### src/rtl/core/sha1md_pkg.sv
// Shared types, constants and round functions for the SHA-1 digest block.
package sha1md_pkg;

    localparam logic [31:0] K_ROUND_0 = 32'h5A827999;
    localparam logic [31:0] K_ROUND_1 = 32'h6ED9EBA1;
    localparam logic [31:0] K_ROUND_2 = 32'h8F1BBCDC;
    localparam logic [31:0] K_ROUND_3 = 32'hCA62C1D6;

    localparam logic [31:0] IV_WORD [5] = '{
        32'h67452301, 32'hEFCDAB89, 32'h98BADCFE, 32'h10325476, 32'hC3D2E1F0
    };

    localparam logic [7:0] PAD_MARKER   = 8'h80;
    localparam logic [3:0] LEN_HI_WORD  = 4'd14;
    localparam logic [3:0] LEN_LO_WORD  = 4'd15;
    localparam logic [6:0] LAST_ROUND   = 7'd79;
    localparam logic [3:0] LAST_LOAD    = 4'd15;
    localparam logic [2:0] LAST_DIGEST  = 3'd4;

    typedef struct packed {
        logic [31:0] data;
        logic        last;
    } word_entry_t;

    typedef struct packed {
        logic full;
        logic empty;
    } queue_status_t;

    typedef enum logic {
        FRONT_COLLECT,
        FRONT_PAD
    } front_state_t;

    typedef enum logic [1:0] {
        CORE_LOAD,
        CORE_ROUND,
        CORE_FOLD,
        CORE_EMIT
    } core_state_t;

    function automatic logic [31:0] round_k(input logic [6:0] t);
        logic [31:0] k;
        if (t < 7'd20)
            k = K_ROUND_0;
        else if (t < 7'd40)
            k = K_ROUND_1;
        else if (t < 7'd60)
            k = K_ROUND_2;
        else
            k = K_ROUND_3;
        return k;
    endfunction

    function automatic logic [31:0] round_f(input logic [6:0] t, input logic [31:0] b,
                                            input logic [31:0] c, input logic [31:0] d);
        logic [31:0] f;
        if (t < 7'd20)
            f = (b & c) | (~b & d);
        else if (t < 7'd40)
            f = b ^ c ^ d;
        else if (t < 7'd60)
            f = (b & c) | (b & d) | (c & d);
        else
            f = b ^ c ^ d;
        return f;
    endfunction

endpackage

### src/rtl/core/sha1_message_digest.sv
// Top level of the SHA-1 digest block: byte intake, word queue, compression core.
//
//  channel | direction | handshake         | payload
//  --------+-----------+-------------------+----------------------------------------
//  in      | into core | in_valid/in_stall | msg_byte, has_byte, end_of_message
//  out     | from core | out_valid/out_stall | digest_word, last_word
//
// One byte is taken per cycle while the word queue has room; a padding run after
// the end item stalls input while its 3 to 18 words are queued, longer
// while the queue is full.
// Each 64-byte block is loaded into the core as 16 words, then runs 80 rounds and
// one fold step; meanwhile bytes keep entering the queue while it has room.
// Reset is asynchronous; the chaining value returns to its initial value at reset
// and after each digest. Output stalls hold the core in its emit state only.
module sha1_message_digest
    import sha1md_pkg::*;
#(
    parameter int QUEUE_DEPTH = 16
)
(
    input  logic        clk,
    input  logic        rst_n,
    input  logic        in_valid,
    output logic        in_stall,
    input  logic [7:0]  msg_byte,
    input  logic        has_byte,
    input  logic        end_of_message,
    output logic        out_valid,
    input  logic        out_stall,
    output logic [31:0] digest_word,
    output logic        last_word
);

    logic          q_push;
    logic          q_pop;
    word_entry_t   q_entry;
    word_entry_t   q_head;
    queue_status_t q_status;

    sha1md_front u_front (
        .clk            (clk),
        .rst_n          (rst_n),
        .in_valid       (in_valid),
        .in_stall       (in_stall),
        .msg_byte       (msg_byte),
        .has_byte       (has_byte),
        .end_of_message (end_of_message),
        .q_full         (q_status.full),
        .q_push         (q_push),
        .q_entry        (q_entry)
    );

    sha1md_queue #(
        .DEPTH (QUEUE_DEPTH)
    ) u_queue (
        .clk        (clk),
        .rst_n      (rst_n),
        .push       (q_push),
        .push_entry (q_entry),
        .pop        (q_pop),
        .head       (q_head),
        .status     (q_status)
    );

    sha1md_core u_core (
        .clk         (clk),
        .rst_n       (rst_n),
        .q_head      (q_head),
        .q_status    (q_status),
        .q_pop       (q_pop),
        .out_valid   (out_valid),
        .out_stall   (out_stall),
        .digest_word (digest_word),
        .last_word   (last_word)
    );

    a_no_overflow: assert property (@(posedge clk) disable iff (!rst_n)
        !(q_push && q_status.full))
        else $error("word queue written while full");

    a_no_underflow: assert property (@(posedge clk) disable iff (!rst_n)
        !(q_pop && q_status.empty))
        else $error("word queue read while empty");

    a_pad_stalls: assert property (@(posedge clk) disable iff (!rst_n)
        (in_valid && !in_stall && end_of_message) |=> in_stall)
        else $error("input not stalled during padding");

    a_single_last: assert property (@(posedge clk) disable iff (!rst_n)
        (out_valid && !out_stall && last_word) |=> !(out_valid && last_word))
        else $error("two final digest words in a row");

endmodule

### src/rtl/core/sha1md_front.sv
// Byte intake: packs bytes into big-endian words, counts length, generates padding.
module sha1md_front
    import sha1md_pkg::*;
(
    input  logic        clk,
    input  logic        rst_n,
    input  logic        in_valid,
    output logic        in_stall,
    input  logic [7:0]  msg_byte,
    input  logic        has_byte,
    input  logic        end_of_message,
    input  logic        q_full,
    output logic        q_push,
    output word_entry_t q_entry
);

    front_state_t state_reg, state_next;
    logic [5:0]   fill_reg, fill_next;
    logic [60:0]  total_reg, total_next;
    logic [31:0]  acc_reg, acc_next;
    logic         first_reg, first_next;
    logic         long_reg, long_next;

    logic         accept;
    logic [3:0]   pad_idx;
    logic [1:0]   lane;
    logic [31:0]  marker_word;

    assign pad_idx = fill_reg[5:2];
    assign lane    = fill_reg[1:0];

    always_comb
    begin
        for (int l = 0; l < 4; l++)
        begin
            if (l < int'(lane))
                marker_word[31 - 8 * l -: 8] = acc_reg[31 - 8 * l -: 8];
            else if (l == int'(lane))
                marker_word[31 - 8 * l -: 8] = PAD_MARKER;
            else
                marker_word[31 - 8 * l -: 8] = 8'h00;
        end
    end

    always_ff @(posedge clk or negedge rst_n)
    begin
        if (!rst_n)
        begin
            state_reg <= FRONT_COLLECT;
            fill_reg  <= '0;
            total_reg <= '0;
            first_reg <= 1'b0;
            long_reg  <= 1'b0;
        end
        else
        begin
            state_reg <= state_next;
            fill_reg  <= fill_next;
            total_reg <= total_next;
            first_reg <= first_next;
            long_reg  <= long_next;
        end
    end

    always_ff @(posedge clk)
    begin
        acc_reg <= acc_next;
    end

    always_comb
    begin
        state_next = state_reg;
        fill_next  = fill_reg;
        total_next = total_reg;
        acc_next   = acc_reg;
        first_next = first_reg;
        long_next  = long_reg;
        in_stall   = q_full || (state_reg == FRONT_PAD);
        accept     = in_valid && !in_stall;
        q_push     = 1'b0;
        q_entry    = '{data: '0, last: 1'b0};

        unique case (state_reg)
            FRONT_COLLECT:
            begin
                if (accept)
                begin
                    if (has_byte)
                    begin
                        acc_next[31 - 8 * lane -: 8] = msg_byte;
                        fill_next  = fill_reg + 6'd1;
                        total_next = total_reg + 61'd1;
                        if (lane == 2'd3)
                        begin
                            q_push  = 1'b1;
                            q_entry = '{data: {acc_reg[31:8], msg_byte}, last: 1'b0};
                        end
                    end
                    if (end_of_message)
                    begin
                        state_next = FRONT_PAD;
                        first_next = 1'b1;
                    end
                end
            end
            FRONT_PAD:
            begin
                if (!q_full)
                begin
                    q_push     = 1'b1;
                    first_next = 1'b0;
                    fill_next  = {pad_idx + 4'd1, 2'b00};
                    if (first_reg)
                    begin
                        q_entry   = '{data: marker_word, last: 1'b0};
                        long_next = (pad_idx == LEN_HI_WORD);
                    end
                    else if (pad_idx == LEN_HI_WORD && !long_reg)
                    begin
                        q_entry = '{data: total_reg[60:29], last: 1'b0};
                    end
                    else if (pad_idx == LEN_LO_WORD && !long_reg)
                    begin
                        q_entry    = '{data: {total_reg[28:0], 3'b000}, last: 1'b1};
                        state_next = FRONT_COLLECT;
                        fill_next  = '0;
                        total_next = '0;
                    end
                    else
                    begin
                        if (pad_idx == LEN_LO_WORD)
                            long_next = 1'b0;
                    end
                end
            end
            default:
            begin
                state_next = FRONT_COLLECT;
            end
        endcase
    end

endmodule

### src/rtl/core/sha1md_queue.sv
// Word queue between byte intake and compression core.
module sha1md_queue
    import sha1md_pkg::*;
#(
    parameter int DEPTH = 16
)
(
    input  logic          clk,
    input  logic          rst_n,
    input  logic          push,
    input  word_entry_t   push_entry,
    input  logic          pop,
    output word_entry_t   head,
    output queue_status_t status
);

    localparam int PTR_W = (DEPTH > 1) ? $clog2(DEPTH) : 1;
    localparam int CNT_W = $clog2(DEPTH + 1);
    localparam logic [PTR_W-1:0] PTR_LAST = PTR_W'(DEPTH - 1);
    localparam logic [CNT_W-1:0] CNT_FULL = CNT_W'(DEPTH);

    word_entry_t      store_reg [DEPTH];
    logic [PTR_W-1:0] wr_ptr_reg, wr_ptr_next;
    logic [PTR_W-1:0] rd_ptr_reg, rd_ptr_next;
    logic [CNT_W-1:0] count_reg, count_next;

    assign status.full  = (count_reg == CNT_FULL);
    assign status.empty = (count_reg == '0);
    assign head         = store_reg[rd_ptr_reg];

    always_comb
    begin
        wr_ptr_next = wr_ptr_reg;
        rd_ptr_next = rd_ptr_reg;
        count_next  = count_reg;
        if (push)
            wr_ptr_next = (wr_ptr_reg == PTR_LAST) ? '0 : wr_ptr_reg + 1'b1;
        if (pop)
            rd_ptr_next = (rd_ptr_reg == PTR_LAST) ? '0 : rd_ptr_reg + 1'b1;
        if (push && !pop)
            count_next = count_reg + 1'b1;
        else if (pop && !push)
            count_next = count_reg - 1'b1;
    end

    always_ff @(posedge clk or negedge rst_n)
    begin
        if (!rst_n)
        begin
            wr_ptr_reg <= '0;
            rd_ptr_reg <= '0;
            count_reg  <= '0;
        end
        else
        begin
            wr_ptr_reg <= wr_ptr_next;
            rd_ptr_reg <= rd_ptr_next;
            count_reg  <= count_next;
        end
    end

    always_ff @(posedge clk)
    begin
        if (push)
            store_reg[wr_ptr_reg] <= push_entry;
    end

endmodule

### src/rtl/core/sha1md_core.sv
// Compression core: schedule window, 80 rounds, chaining value, digest output register.
module sha1md_core
    import sha1md_pkg::*;
(
    input  logic          clk,
    input  logic          rst_n,
    input  word_entry_t   q_head,
    input  queue_status_t q_status,
    output logic          q_pop,
    output logic          out_valid,
    input  logic          out_stall,
    output logic [31:0]   digest_word,
    output logic          last_word
);

    core_state_t state_reg, state_next;
    logic [6:0]  cnt_reg, cnt_next;
    logic        final_reg, final_next;
    logic [31:0] w_reg [16];
    logic [31:0] w_next [16];
    logic [31:0] a_reg, b_reg, c_reg, d_reg, e_reg;
    logic [31:0] a_next, b_next, c_next, d_next, e_next;
    logic [31:0] h_reg [5];
    logic [31:0] h_next [5];
    logic        out_valid_reg, out_valid_next;
    logic [31:0] digest_reg, digest_next;
    logic        last_reg, last_next;

    logic        out_load;
    logic [31:0] sched_mix;
    logic [31:0] round_sum;

    assign out_valid   = out_valid_reg;
    assign digest_word = digest_reg;
    assign last_word   = last_reg;

    assign sched_mix = w_reg[13] ^ w_reg[8] ^ w_reg[2] ^ w_reg[0];
    assign round_sum = {a_reg[26:0], a_reg[31:27]} + round_f(cnt_reg, b_reg, c_reg, d_reg)
                     + e_reg + round_k(cnt_reg) + w_reg[0];

    always_ff @(posedge clk or negedge rst_n)
    begin
        if (!rst_n)
        begin
            state_reg     <= CORE_LOAD;
            cnt_reg       <= '0;
            final_reg     <= 1'b0;
            out_valid_reg <= 1'b0;
            for (int i = 0; i < 5; i++)
                h_reg[i] <= IV_WORD[i];
        end
        else
        begin
            state_reg     <= state_next;
            cnt_reg       <= cnt_next;
            final_reg     <= final_next;
            out_valid_reg <= out_valid_next;
            for (int i = 0; i < 5; i++)
                h_reg[i] <= h_next[i];
        end
    end

    always_ff @(posedge clk)
    begin
        for (int i = 0; i < 16; i++)
            w_reg[i] <= w_next[i];
        a_reg      <= a_next;
        b_reg      <= b_next;
        c_reg      <= c_next;
        d_reg      <= d_next;
        e_reg      <= e_next;
        digest_reg <= digest_next;
        last_reg   <= last_next;
    end

    always_comb
    begin
        state_next  = state_reg;
        cnt_next    = cnt_reg;
        final_next  = final_reg;
        w_next      = w_reg;
        h_next      = h_reg;
        a_next      = a_reg;
        b_next      = b_reg;
        c_next      = c_reg;
        d_next      = d_reg;
        e_next      = e_reg;
        digest_next = digest_reg;
        last_next   = last_reg;
        q_pop       = 1'b0;
        out_load    = (state_reg == CORE_EMIT) && (!out_valid_reg || !out_stall);
        out_valid_next = out_load ? 1'b1 : (out_stall ? out_valid_reg : 1'b0);

        unique case (state_reg)
            CORE_LOAD:
            begin
                if (!q_status.empty)
                begin
                    q_pop = 1'b1;
                    for (int i = 0; i < 15; i++)
                        w_next[i] = w_reg[i + 1];
                    w_next[15] = q_head.data;
                    if (cnt_reg[3:0] == LAST_LOAD)
                    begin
                        state_next = CORE_ROUND;
                        cnt_next   = '0;
                        final_next = q_head.last;
                        a_next     = h_reg[0];
                        b_next     = h_reg[1];
                        c_next     = h_reg[2];
                        d_next     = h_reg[3];
                        e_next     = h_reg[4];
                    end
                    else
                    begin
                        cnt_next = cnt_reg + 7'd1;
                    end
                end
            end
            CORE_ROUND:
            begin
                for (int i = 0; i < 15; i++)
                    w_next[i] = w_reg[i + 1];
                w_next[15] = {sched_mix[30:0], sched_mix[31]};
                a_next = round_sum;
                b_next = a_reg;
                c_next = {b_reg[1:0], b_reg[31:2]};
                d_next = c_reg;
                e_next = d_reg;
                if (cnt_reg == LAST_ROUND)
                begin
                    state_next = CORE_FOLD;
                    cnt_next   = '0;
                end
                else
                begin
                    cnt_next = cnt_reg + 7'd1;
                end
            end
            CORE_FOLD:
            begin
                h_next[0]  = h_reg[0] + a_reg;
                h_next[1]  = h_reg[1] + b_reg;
                h_next[2]  = h_reg[2] + c_reg;
                h_next[3]  = h_reg[3] + d_reg;
                h_next[4]  = h_reg[4] + e_reg;
                state_next = final_reg ? CORE_EMIT : CORE_LOAD;
            end
            CORE_EMIT:
            begin
                if (out_load)
                begin
                    digest_next = h_reg[cnt_reg[2:0]];
                    last_next   = (cnt_reg[2:0] == LAST_DIGEST);
                    if (cnt_reg[2:0] == LAST_DIGEST)
                    begin
                        state_next = CORE_LOAD;
                        cnt_next   = '0;
                        final_next = 1'b0;
                        for (int i = 0; i < 5; i++)
                            h_next[i] = IV_WORD[i];
                    end
                    else
                    begin
                        cnt_next = cnt_reg + 7'd1;
                    end
                end
            end
            default:
            begin
                state_next = CORE_LOAD;
            end
        endcase
    end

endmodule

### config.mk
export PLATFORM = sky130hd
export DESIGN_NAME = sha1_message_digest
export DESIGN_NICKNAME = d
export VERILOG_FILES = /design/src/rtl/core/sha1md_pkg.sv /design/src/rtl/core/sha1_message_digest.sv /design/src/rtl/core/sha1md_front.sv /design/src/rtl/core/sha1md_queue.sv /design/src/rtl/core/sha1md_core.sv
export SDC_FILE = /design/constraint.sdc
export NUM_CORES = 2
export LEC_CHECK = 0
export BUFFER_PORTS_ARGS = -buffer_cell sky130_fd_sc_hd__buf_4
export CELL_PAD_IN_SITES_DETAIL_PLACEMENT = 0
export CELL_PAD_IN_SITES_GLOBAL_PLACEMENT = 1
export CORE_ASPECT_RATIO = 0.8
export CORE_MARGIN = 3
export CORE_UTILIZATION = 54
export CTS_CLUSTER_DIAMETER = 80
export DETAILED_ROUTE_END_ITERATION = 12
export GPL_TIMING_DRIVEN = 0
export MAX_ROUTING_LAYER = met4
export PLACE_DENSITY_LB_ADDON = 0.2
export SLEW_MARGIN = 25
export SYNTH_ARGS = -nofsm -noshare
export SYNTH_HDL_FRONTEND = slang
export SYNTH_SLANG_ARGS = --single-unit
### constraint.sdc
create_clock -name clk -period 19.8 [get_ports clk]
set_clock_uncertainty 0.05 [all_clocks]
set_input_delay 0.99 -clock clk [delete_from_list [all_inputs] [get_ports clk]]
set_output_delay 0.99 -clock clk [all_outputs]
set_load 0.01 [all_outputs]
==> flow_summary.json <==
{
  "cts_resized": 0,
  "finalCritPeriodShare_pct": 45.1,
  "cts_made_buffers": 150,
  "netlist_top_cells_area": "edfxtp_1 (54%), mux4_2 (6.3%), dfrtp_1 (6.2%)",
  "relSlewSlack_pct": 21.8,
  "clk_pin_slew_worst_paths_ns": 0.06,
  "fin_nets": 5694,
  "synth_cells": 5077,
  "worstPathRequired_ns": 20.25,
  "start_kind": "register",
  "nFillCells": 9849,
  "vias_per_cell": 6.12,
  "avgSynthCellArea_um2": 13.8,
  "synth_edf_count": 1257,
  "yosysTopAreaCell": "edfxtp_1",
  "place_ws_ns": 11.09,
  "worstRegToRegCells": 25,
  "worstSkewPairLatency_ns": 0.79,
  "die_h_um": 329,
  "routed_wl_um": 194000,
  "cts_max_level": 4,
  "syn_nets": 5455,
  "die-area_um2": 134000,
  "vias": 43900,
  "synth_ff_type": "edfxtp_1",
  "wl_per_cell_um": 27.1,
  "grt_pass1_vias": 41400,
  "grt_pass1_wl_um": 284000,
  "rows": 117,
  "async_flop_share_pct": 16.8,
  "regArea_um2": 44200,
  "setup_violations": 0,
  "timing.rr.start": "u_core.cnt_reg[5]",
  "overflow": 0,
  "dp_hpwl_um": 136000,
  "clkSinkCount": 1511,
  "ctsHoldBuffers": 0,
  "synth.cell_area_um2": 70200,
  "reg2reg_setup_slack_ns": 10.86,
  "diodes": 0,
  "drc": 0,
  "cts_root_buf": "clkbuf_16",
  "core_area_um2": 128000,
  "dr.pass1.iters": 8,
  "min_period_ns": 8.94,
  "cts_max_path_buffers": 3,
  "postCtsSetupBuffers": 0,
  "drt_iter0_markers": 6400,
  "rsz0062_at_grt": "no",
  "drive_above_1_share_pct": 12.6,
  "grt_usage_pct": 29.9,
  "crit_fanout": 10,
  "multi_input_area_um2": 24500,
  "hold_violations": 0,
  "hold_class": "input port to asynchronous set/reset pin",
  "worst_setup_path_end_kind": "register",
  "cp.arrival_ns": 9.39,
  "antenna_found_initial": 7,
  "grt_max_degree": 79,
  "drt.antenna.violating_nets": 0,
  "worst_slack_ns": 10.86,
  "ys_warn_count": 0,
  "tightest_slew_ns": 1.17,
  "yosysUniqueCellTypes": 92,
  "port_buffers": 48,
  "die_width_um": 409,
  "cts_tree": "done",
  "synth-seq-area-share_pct": 62.9,
  "initial_core_util_pct": 54.8,
  "fmax_mhz": 112,
  "synth-seq-cells": 1511,
  "syn2layout_area_growth_pct": 11.9,
  "largest_reg_flops": 528,
  "drv_slew": 0,
  "drv_cap": 0,
  "ioPinCount": 49,
  "gp_congestion": 0.975,
  "hold_slack_ns": 0.121,
  "synth_top_cell_area_share_pct": 53.7,
  "critPathKind": "register to register",
  "status": "complete, no violations",
  "rr_endpoint": "u_core.a_reg[28]"
}
placed cells by master, fill, tap and decap left out, types with 24 or more instances in the layout:
cell type,instances
clkbuf_1,168
nor2_1,273
xor2_1,122
nand2b_1,30
mux4_2,197
clkinv_1,30
nand3_1,72
dfstp_2,80
o21a_1,25
ha_1,239
nand2_1,660
and3_1,50
and2_1,24
o21bai_1,27
a21oi_1,247
inv_1,261
o21ai_0,286
clkbuf_16,152
buf_4,57
nor3_1,38
edfxtp_1,1257
nand4_1,25
a21o_1,85
xnor2_1,192
nor2b_1,52
fa_1,125
dfrtp_1,174
cells in the mapped netlist (85+ instances only):
cell         n
a21o_1      85
a21oi_1    249
clkbuf_1   162
dfrtp_1    174
edfxtp_1  1257
fa_1       125
ha_1       239
inv_1      261
mux4_2     197
nand2_1    661
nor2_1     274
o21ai_0    301
xnor2_1    192
xor2_1     122
worst max-delay path: stages, from the launching register on:
cell and delay (ns):
dfrtp_1 0.32, clkbuf_1 0.29, o21ai_0 0.23, nor3_1 0.33, clkinv_1 0.48, nand2_1 0.74
clkbuf_1 0.93, nor2_1 0.07, nor2_1 0.27, fa_1 0.55, fa_1 0.57, inv_1 0.06
fa_1 0.58, inv_1 0.06, ha_1 0.29, a21o_1 0.22, a21o_1 0.24, a211oi_1 0.52
o41ai_4 0.27, a2111oi_0 0.43, nor2_1 0.19, a41oi_1 0.37, nand2b_1 0.10, a21oi_1 0.19
xor2_1 0.17, o21ai_0 0.11
per-stage QoR:
stage	cell area, um2	util (%)	setup TNS [ns]	cells
floorplan	70200	-	0	5077
global placement	72800	56.7	-4.87	6850
detailed placement	73600	57.4	0	6888
CTS	78500	61.2	0	7164
global route	78600	61.3	0	7165
finish	78600	61.3	0	7165
cell families after synthesis:
group / after synthesis / share of synthesized area [%]
AOI/OAI and AO/OA: 912 / 8.11
adders and majority gates: 364 / 7.82
and+or+nand+nor: 1315 / 8.29
buffers and inverters: 450 / 2.42
DFF: 1511 / 62.9
muxes: 211 / 6.52
xor gates and xnor gates: 314 / 3.92
routing by layer:
layer	GRT usage, %	wire [um]	vias up
met4	5.80	3170	0
met1	47.4	89700	22300
met5	-	0	-
li1	-	-	19200
met2	39.7	80100	2145
met3	6.89	21100	236
area by class of cell:
| type | instances | share of cell area, % |
|---|---|---|
| repair buffers | 87 | 1.33 |
| clock buffers | 180 | 5.03 |
| plain buffers | 188 | 0.951 |
| flip-flops and latches | 1511 | 56.3 |
| well taps | 1725 | 2.75 |
| multi-input cells | 3116 | 31.1 |
| clock inverters | 96 | 1.30 |
| inverters | 262 | 1.25 |
worst max path at each step:
stage,startpoint,endpoint,slack (ns),depth (start not counted)
2_1_floorplan,u_queue.count_reg[0],u_core.cnt_reg[3],5.13,8
3_3_place_gp,u_queue.count_reg[0],u_core.cnt_reg[6],-0.95,8
3_5_place_dp,u_core.cnt_reg[5],u_core.a_reg[30],11.09,25
4_1_cts,u_core.cnt_reg[5],u_core.a_reg[30],11.09,25
5_1_grt,u_core.cnt_reg[5],u_core.a_reg[30],10.41,25
6_report,u_core.cnt_reg[5],u_core.a_reg[28],10.86,25
Power is left out: the tool's default activity adds up to more than one toggle a clock period on the data nets, which glitch-free logic cannot reach.
